[src/hw/rtl/bscp_pkg.sv]
// shared types and constants of the battery charge plausibility check
// holds the voltage-to-charge curve, per-segment slope and tolerance tables
// no dependencies
package bscp_pkg;

  // curve storage
  localparam int unsigned TABLE_LEN = 8;
  localparam int unsigned SEG_W     = $clog2(TABLE_LEN);
  localparam int unsigned MV_W      = 13;
  localparam int unsigned PCT_W     = 7;
  localparam int unsigned TOL_W     = 5;
  localparam int unsigned MPCT_W    = 17;  // milli-percent, 0..100000
  localparam int unsigned SLOPE_W   = 10;  // milli-percent per millivolt

  // descending curve, voltage in mV and charge in milli-percent
  localparam logic [MV_W-1:0] CURVE_MV [TABLE_LEN] = '{
    13'd4100, 13'd3893, 13'd3783, 13'd3721, 13'd3686, 13'd3575, 13'd3487, 13'd3300
  };
  localparam logic [MPCT_W-1:0] CURVE_MPCT [TABLE_LEN] = '{
    17'd100000, 17'd75000, 17'd57000, 17'd36000, 17'd20000, 17'd4000, 17'd2000, 17'd0
  };

  // segment k runs from point k-1 down to point k; entry zero is unused
  // slope is the truncated charge step over voltage step of the segment
  localparam logic [SLOPE_W-1:0] SEG_SLOPE [TABLE_LEN] = '{
    10'd0, 10'd120, 10'd163, 10'd338, 10'd457, 10'd144, 10'd22, 10'd10
  };
  // truncated slope*53/1000 held between a floor of five and a ceiling of 31
  localparam logic [TOL_W-1:0] SEG_TOL [TABLE_LEN] = '{
    5'd5, 5'd6, 5'd8, 5'd17, 5'd24, 5'd7, 5'd5, 5'd5
  };

  typedef struct packed {
    logic [MV_W-1:0]  voltage_mv;
    logic [PCT_W-1:0] reported_percent;
  } bscp_in_t;

  typedef struct packed {
    logic             plausible;
    logic [PCT_W-1:0] expected_percent;
    logic [TOL_W-1:0] tolerance_percent;
  } bscp_out_t;

  // segment search: the curve falls, so the voltage lies below every point
  // up to some index; the last passing compare gives the segment
  function automatic logic [SEG_W-1:0] find_segment(
    input logic [MV_W-1:0]  volt,
    input logic [SEG_W-1:0] last_seg
  );
    logic [SEG_W-1:0] seg;
    seg = SEG_W'(1);
    for (int k = 1; k < TABLE_LEN - 1; k++) begin
      if ((SEG_W'(k) < last_seg) && (volt < CURVE_MV[k])) begin
        seg = SEG_W'(k + 1);
      end
    end
    return seg;
  endfunction

endpackage

[src/hw/rtl/battery_soc_plausibility_check.sv]
// top level of the battery charge plausibility check
// depends on bscp_pkg, bscp_interp and bscp_div_milli
//
// Checks a gauge's reported charge against the charge expected from the cell
// voltage on a fixed eight-point discharge curve. Each transfer on the input
// channel yields exactly one transfer on the output channel, in order. The
// block is a three-stage pipeline: segment search, interpolation with clamp,
// then division to whole percent and the tolerance compare. A new item can be
// taken every cycle, so the sustained rate is one item per clock. Each stage
// holds while the stage after it is full and stalled, so throughput drops
// only when the consumer withholds out_ready_i. There is no configuration
// and no state beyond the pipeline valid bits. CURVE_POINTS selects how many
// curve points are used (values above eight act as eight, below two as two).
module battery_soc_plausibility_check #(
  parameter int unsigned CURVE_POINTS = 8
) (
  input  logic                clk_i,
  input  logic                rst_ni,
  input  logic                in_valid_i,
  output logic                in_ready_o,
  input  bscp_pkg::bscp_in_t  in_data_i,
  output logic                out_valid_o,
  input  logic                out_ready_i,
  output bscp_pkg::bscp_out_t out_data_o
);
  import bscp_pkg::*;

  // number of points actually used, and the index of the last segment
  localparam int unsigned NUM_PTS  = (CURVE_POINTS > TABLE_LEN) ? TABLE_LEN :
                                     (CURVE_POINTS < 2) ? 2 : CURVE_POINTS;
  localparam logic [SEG_W-1:0] LAST_SEG = SEG_W'(NUM_PTS - 1);

  // stage one: segment index alongside the raw input
  logic             s1_valid_q;
  logic [SEG_W-1:0] s1_seg_q;
  logic [MV_W-1:0]  s1_volt_q;
  logic [PCT_W-1:0] s1_cap_q;

  // stage two: clamped charge in milli-percent and the segment tolerance
  logic              s2_valid_q;
  logic [MPCT_W-1:0] s2_mpct_q;
  logic [TOL_W-1:0]  s2_tol_q;
  logic [PCT_W-1:0]  s2_cap_q;

  // output register
  logic      out_valid_q;
  bscp_out_t out_data_q;
  bscp_out_t out_data_d;

  logic              out_take;
  logic              s2_take;
  logic              s1_take;
  logic [MPCT_W-1:0] s2_mpct_d;
  logic [TOL_W-1:0]  s2_tol_d;
  logic [PCT_W-1:0]  expected;
  logic [PCT_W:0]    upper;
  logic [PCT_W:0]    cap_plus_tol;

  // a stage loads when it is empty or its contents move on this cycle
  assign out_take   = !out_valid_q || out_ready_i;
  assign s2_take    = !s2_valid_q || out_take;
  assign s1_take    = !s1_valid_q || s2_take;
  assign in_ready_o = s1_take;

  // ---- stage one: segment search straight from the input transfer ----
  always_ff @(posedge clk_i or negedge rst_ni) begin
    if (!rst_ni) begin
      s1_valid_q <= 1'b0;
    end else if (s1_take) begin
      s1_valid_q <= in_valid_i;
    end
  end

  always_ff @(posedge clk_i) begin
    if (s1_take && in_valid_i) begin
      s1_seg_q  <= find_segment(in_data_i.voltage_mv, LAST_SEG);
      s1_volt_q <= in_data_i.voltage_mv;
      s1_cap_q  <= in_data_i.reported_percent;
    end
  end

  // ---- stage two: slope multiply, offset and clamp ----
  bscp_interp u_interp (
    .seg_i         (s1_seg_q),
    .voltage_i     (s1_volt_q),
    .charge_mpct_o (s2_mpct_d),
    .tol_o         (s2_tol_d)
  );

  always_ff @(posedge clk_i or negedge rst_ni) begin
    if (!rst_ni) begin
      s2_valid_q <= 1'b0;
    end else if (s2_take) begin
      s2_valid_q <= s1_valid_q;
    end
  end

  always_ff @(posedge clk_i) begin
    if (s2_take && s1_valid_q) begin
      s2_mpct_q <= s2_mpct_d;
      s2_tol_q  <= s2_tol_d;
      s2_cap_q  <= s1_cap_q;
    end
  end

  // ---- stage three: whole percent and the strict window compare ----
  bscp_div_milli u_div (
    .mpct_i (s2_mpct_q),
    .pct_o  (expected)
  );

  // reported < expected + tol and reported + tol > expected, kept unsigned
  assign upper        = {1'b0, expected} + (PCT_W + 1)'(s2_tol_q);
  assign cap_plus_tol = {1'b0, s2_cap_q} + (PCT_W + 1)'(s2_tol_q);

  always_comb begin
    out_data_d.plausible         = ({1'b0, s2_cap_q} < upper) &&
                                   (cap_plus_tol > {1'b0, expected});
    out_data_d.expected_percent  = expected;
    out_data_d.tolerance_percent = s2_tol_q;
  end

  always_ff @(posedge clk_i or negedge rst_ni) begin
    if (!rst_ni) begin
      out_valid_q <= 1'b0;
    end else if (out_take) begin
      out_valid_q <= s2_valid_q;
    end
  end

  always_ff @(posedge clk_i) begin
    if (out_take && s2_valid_q) begin
      out_data_q <= out_data_d;
    end
  end

  assign out_valid_o = out_valid_q;
  assign out_data_o  = out_data_q;

endmodule

[src/hw/rtl/bscp_interp.sv]
// linear interpolation on one curve segment with clamp to its end points
// depends on bscp_pkg for the curve and slope tables
module bscp_interp (
  input  logic [bscp_pkg::SEG_W-1:0]  seg_i,
  input  logic [bscp_pkg::MV_W-1:0]   voltage_i,
  output logic [bscp_pkg::MPCT_W-1:0] charge_mpct_o,
  output logic [bscp_pkg::TOL_W-1:0]  tol_o
);
  import bscp_pkg::*;

  localparam int unsigned DIFF_W = MV_W + 1;
  localparam int unsigned PROD_W = DIFF_W + SLOPE_W + 1;
  localparam int unsigned SUM_W  = PROD_W + 1;

  logic [SEG_W-1:0]         seg_hi;
  logic signed [DIFF_W-1:0] diff;
  logic signed [PROD_W-1:0] prod;
  logic signed [SUM_W-1:0]  y;
  logic signed [SUM_W-1:0]  lo_s;
  logic signed [SUM_W-1:0]  hi_s;

  assign seg_hi = seg_i - SEG_W'(1);
  assign diff   = $signed({1'b0, voltage_i}) - $signed({1'b0, CURVE_MV[seg_i]});
  assign prod   = PROD_W'(diff) * $signed({1'b0, SEG_SLOPE[seg_i]});
  assign lo_s   = $signed(SUM_W'(CURVE_MPCT[seg_i]));
  assign hi_s   = $signed(SUM_W'(CURVE_MPCT[seg_hi]));
  assign y      = lo_s + SUM_W'(prod);

  always_comb begin
    if (y > hi_s) begin
      charge_mpct_o = CURVE_MPCT[seg_hi];
    end else if (y < lo_s) begin
      charge_mpct_o = CURVE_MPCT[seg_i];
    end else begin
      charge_mpct_o = y[MPCT_W-1:0];
    end
  end

  assign tol_o = SEG_TOL[seg_i];

endmodule

[src/hw/rtl/bscp_div_milli.sv]
// truncating division of a milli-percent value by 1000
// reciprocal multiply with one correction step; depends on bscp_pkg
module bscp_div_milli (
  input  logic [bscp_pkg::MPCT_W-1:0] mpct_i,
  output logic [bscp_pkg::PCT_W-1:0]  pct_o
);
  import bscp_pkg::*;

  // 1049 / 2^20 sits just above 1/1000, so the estimate is exact or one high
  localparam int unsigned RECIP_SHIFT = 20;
  localparam int unsigned RECIP_W     = 11;
  localparam logic [RECIP_W-1:0] RECIP = RECIP_W'(1049);
  localparam int unsigned PROD_W = MPCT_W + RECIP_W;
  localparam int unsigned REM_W  = MPCT_W + 1;

  logic [PROD_W-1:0]       prod;
  logic [PCT_W-1:0]        q_est;
  logic signed [REM_W-1:0] rem;

  assign prod  = PROD_W'(mpct_i) * PROD_W'(RECIP);
  assign q_est = prod[RECIP_SHIFT +: PCT_W];
  assign rem   = $signed({1'b0, mpct_i}) - $signed(REM_W'(q_est) * REM_W'(1000));
  assign pct_o = (rem < 0) ? (q_est - PCT_W'(1)) : q_est;

endmodule

[config.mk]
export PLATFORM = sky130hd
export DESIGN_NAME = battery_soc_plausibility_check
export DESIGN_NICKNAME = d
export VERILOG_FILES = /design/src/hw/rtl/bscp_pkg.sv /design/src/hw/rtl/battery_soc_plausibility_check.sv /design/src/hw/rtl/bscp_interp.sv /design/src/hw/rtl/bscp_div_milli.sv
export SDC_FILE = /design/constraint.sdc
export NUM_CORES = 1
export LEC_CHECK = 0
export ABC_AREA = 1
export BUFFER_PORTS_ARGS = -buffer_cell sky130_fd_sc_hd__buf_2
export CAP_MARGIN = 10
export CORE_MARGIN = 4
export CORE_UTILIZATION = 35
export CTS_CLUSTER_DIAMETER = 150
export CTS_CLUSTER_SIZE = 16
export DETAILED_ROUTE_END_ITERATION = 7
export GPL_TIMING_DRIVEN = 0
export PLACE_DENSITY = 0.58
export SLEW_MARGIN = 10
export SYNTH_ARGS = -nofsm -noshare
export SYNTH_HDL_FRONTEND = slang
export SYNTH_HIERARCHICAL = 1
export SYNTH_SLANG_ARGS = --single-unit
[constraint.sdc]
create_clock -name clk_i -period 31 [get_ports clk_i]
set_clock_uncertainty 0.05 [all_clocks]
set_input_delay 3.1 -clock clk_i [delete_from_list [all_inputs] [get_ports clk_i]]
set_output_delay 3.1 -clock clk_i [all_outputs]
set_load 0.01 [all_outputs]
==> flow_summary.json <==
{
  "synth_edf_count": 65,
  "ant_nets": 0,
  "max_freq_mhz": 89.4,
  "outcome": "finished clean",
  "worstMarginPinSlew_ns": 1.33,
  "tns_ns": 0,
  "diodes": 0,
  "synth_xor_xnor_area_share": 0.0239,
  "ys_seq_area_frac": 0.132,
  "min_period_ns": 11.19,
  "slowest_delay_ns": 0.55,
  "initial_core_util": 0.356,
  "viasPerCell": 4.70,
  "synth_cells": 1994,
  "io_pins": 39,
  "final_max_slew_viol_count": 0,
  "max_cap_violations": 0,
  "root_buffer": "clkbuf_16",
  "r2r_slack_ns": 19.81,
  "crit_fanout": 7,
  "area_growth_pct": 7.86,
  "post_cts_buffers": 0,
  "grt_pass1_vias": 12786,
  "synth_top_family_by_area": "adder cells",
  "instances_no_fill": 2633,
  "io_buffers": 38,
  "finish.utilization": 0.384,
  "cts_sinks": 68,
  "dieWidth_um": 218,
  "ctsHoldBuffers": 0,
  "crit_type": "flip-flop to flip-flop",
  "clk_pin_slew_worst_paths_ns": 0.06,
  "firstDrtPassIters": 7,
  "clkLatencyLatePin_ns": 0.33,
  "grt_max_degree": 30,
  "routedWlPerCell_um": 14.8,
  "post-route-period-util": 0.361,
  "die-area_um2": 47400,
  "syn-cell-area_um2": 15400,
  "rows": 76,
  "place_congestion": 0.930,
  "cts-buffers-inserted": 9,
  "antenna_found_initial": 0,
  "synth_warnings": 6,
  "synth_ff_type": "edfxtp_1",
  "dp_hpwl_mm": 34.1,
  "grt_overflow": 0,
  "synthSimpleGateAreaFrac": 0.225,
  "crit_required_ns": 31.03,
  "wl_mm": 38.9,
  "setup_violations": 0,
  "dieHeight_um": 218,
  "min_path_type": "flip-flop to flip-flop",
  "drive_above_1_share": 0.0684,
  "slew_headroom": 0.106,
  "rsz0062_at_grt": "false",
  "synth_mux_area_frac": 0,
  "ys_ff_latch": 68,
  "h-tree-depth": 3,
  "avgSynthCellArea_um2": 7.72,
  "cts_resized": 0,
  "synth_compound_area_frac": 0.0539,
  "drc": 0,
  "clk_path_buf_depth": 2,
  "cpMaxStageDelayCell": "fa_1",
  "drtIter0Drc": 536,
  "hold_ws_ns": 0.361,
  "worst_ep_arrival_time_ns": 11.22,
  "track_usage": 0.169,
  "fin_nets": 2506,
  "start_kind": "flip-flop",
  "end_kind": "flip-flop",
  "synthAdderAreaFrac": 0.440,
  "core_um2": 43300,
  "place_inst": 2617,
  "async_flop_share": 0.0441,
  "grt_pass1_wl_mm": 64.7,
  "tritoncts": "yes",
  "vias": 12362,
  "syn_nets": 2457,
  "hold_viol_final": 0,
  "synth.distinct_cells": 49
}
==> final cells by class <==
class,instances,area (um2)
Tap cell,585,732
Clock inverter,6,55.1
Buffer,16,86.3
Clock buffer,10,229
Inverter,493,1850
Fill cell,4508,26700
Timing Repair Buffer,38,190
Multi-Input combinational cell,1417,11400
Sequential cell,68,2030
==> path summary, 6_finish.rpt <==
| kind | startpoint | to | depth (start not counted) |
|---|---|---|---|
| worst max-delay path | s2_mpct_q[12] | out_data_o[12] | 52 |
| worst min-delay path | s1_cap_q[0] | s2_cap_q[0] | 0 |
| worst max register to register | s2_mpct_q[12] | out_data_o[12] | 52 |
| worst min register to register | s1_cap_q[0] | s2_cap_q[0] | 0 |
| max in group asynchronous | rst_ni | s1_valid_q | 1 |
| min in group asynchronous | rst_ni | out_valid_o | 1 |
==> logic make-up after synthesis <==
logic type | after synthesis
and+or+nand+nor | 782
buffers and inverters | 509
adders and majority gates | 439
AOI/OAI and AO/OA | 154
DFF | 68
xor gates and xnor gates | 42
==> layer usage <==
metal,share of wire,track usage
met1,0.45,0.222
met2,0.51,0.310
met3,0.027,0.0125
met4,0.019,0.0322
met5,0,0
==> metrics by stage <==
step                cell area, um2  worst slack (ns)
finish                       16600             19.81
global route                 16600             18.91
CTS                          16600             19.79
detailed placement           16300             19.81
global placement             16300             19.90
floorplan                    15400             21.24
==> cells in the final DEF, fill, tap and decap left out, types with 25 or more instances in the layout <==
cell,count
nand2_1,480
inv_1,474
ha_1,269
fa_1,170
nor2_1,121
a21oi_1,94
edfxtp_1,65
nand3_1,64
buf_2,38
o21ai_0,32
nand4_1,25
==> cells in the mapped netlist, types with 2 or more instances <==
| cell | count | share of area |
|---|---|---|
| inv_2 | 17 | 0.0041 |
| buf_6 | 3 | 0.0022 |
| dfrtp_1 | 3 | 0.0049 |
| nand3_4 | 2 | 0.0023 |
| o21ai_0 | 33 | 0.011 |
| a21oi_1 | 95 | 0.031 |
| nand4_1 | 25 | 0.010 |
| nor2_2 | 8 | 0.0033 |
| a21o_1 | 7 | 0.0034 |
| nor2_4 | 4 | 0.0029 |
| nand3b_1 | 14 | 0.0068 |
| nand2_2 | 15 | 0.0061 |
| nand2_1 | 480 | 0.12 |
| o211ai_1 | 4 | 0.0020 |
| xnor2_1 | 21 | 0.012 |
| a31oi_1 | 3 | 0.0012 |
| nor3_1 | 9 | 0.0029 |
| clkbuf_1 | 11 | 0.0027 |
| ha_1 | 269 | 0.22 |
| nand3_2 | 9 | 0.0059 |
| nand3_1 | 64 | 0.021 |
| a211oi_1 | 2 | 0.00097 |
| nor2_1 | 121 | 0.029 |
| or2_2 | 13 | 0.0053 |
| nor3_2 | 3 | 0.0020 |
| o21bai_1 | 4 | 0.0020 |
| edfxtp_1 | 65 | 0.13 |
| o21ai_1 | 2 | 0.00065 |
| fa_1 | 170 | 0.22 |
| inv_1 | 474 | 0.12 |
| nand2_4 | 6 | 0.0044 |
| xor2_1 | 21 | 0.012 |
==> critical path, delay by kind of cell, from the launching register on <==
kind | cells | cell delay [ns]
AOI/OAI and AO/OA | 7 | 1.19
xor gates and xnor gates | 2 | 0.30
adders and majority gates | 15 | 5.76
buffers and inverters | 7 | 0.56
DFF | 1 | 0.54
and+or+nand+nor | 21 | 2.51
==> state kept, by name, summed over array words and instances (netlist names) <==
| register | count |
|---|---|
| s1_seg_q | 3 |
| s1_volt_q | 13 |
| s1_valid_q | 1 |
| s2_tol_q | 5 |
| out_valid_o | 1 |
| s1_cap_q | 7 |
| out_data_o | 13 |
| s2_valid_q | 1 |
| s2_mpct_q | 17 |
| s2_cap_q | 7 |
Power is left out: the tool's default activity adds up to more than one toggle a clock period on the data nets, which glitch-free logic cannot reach.
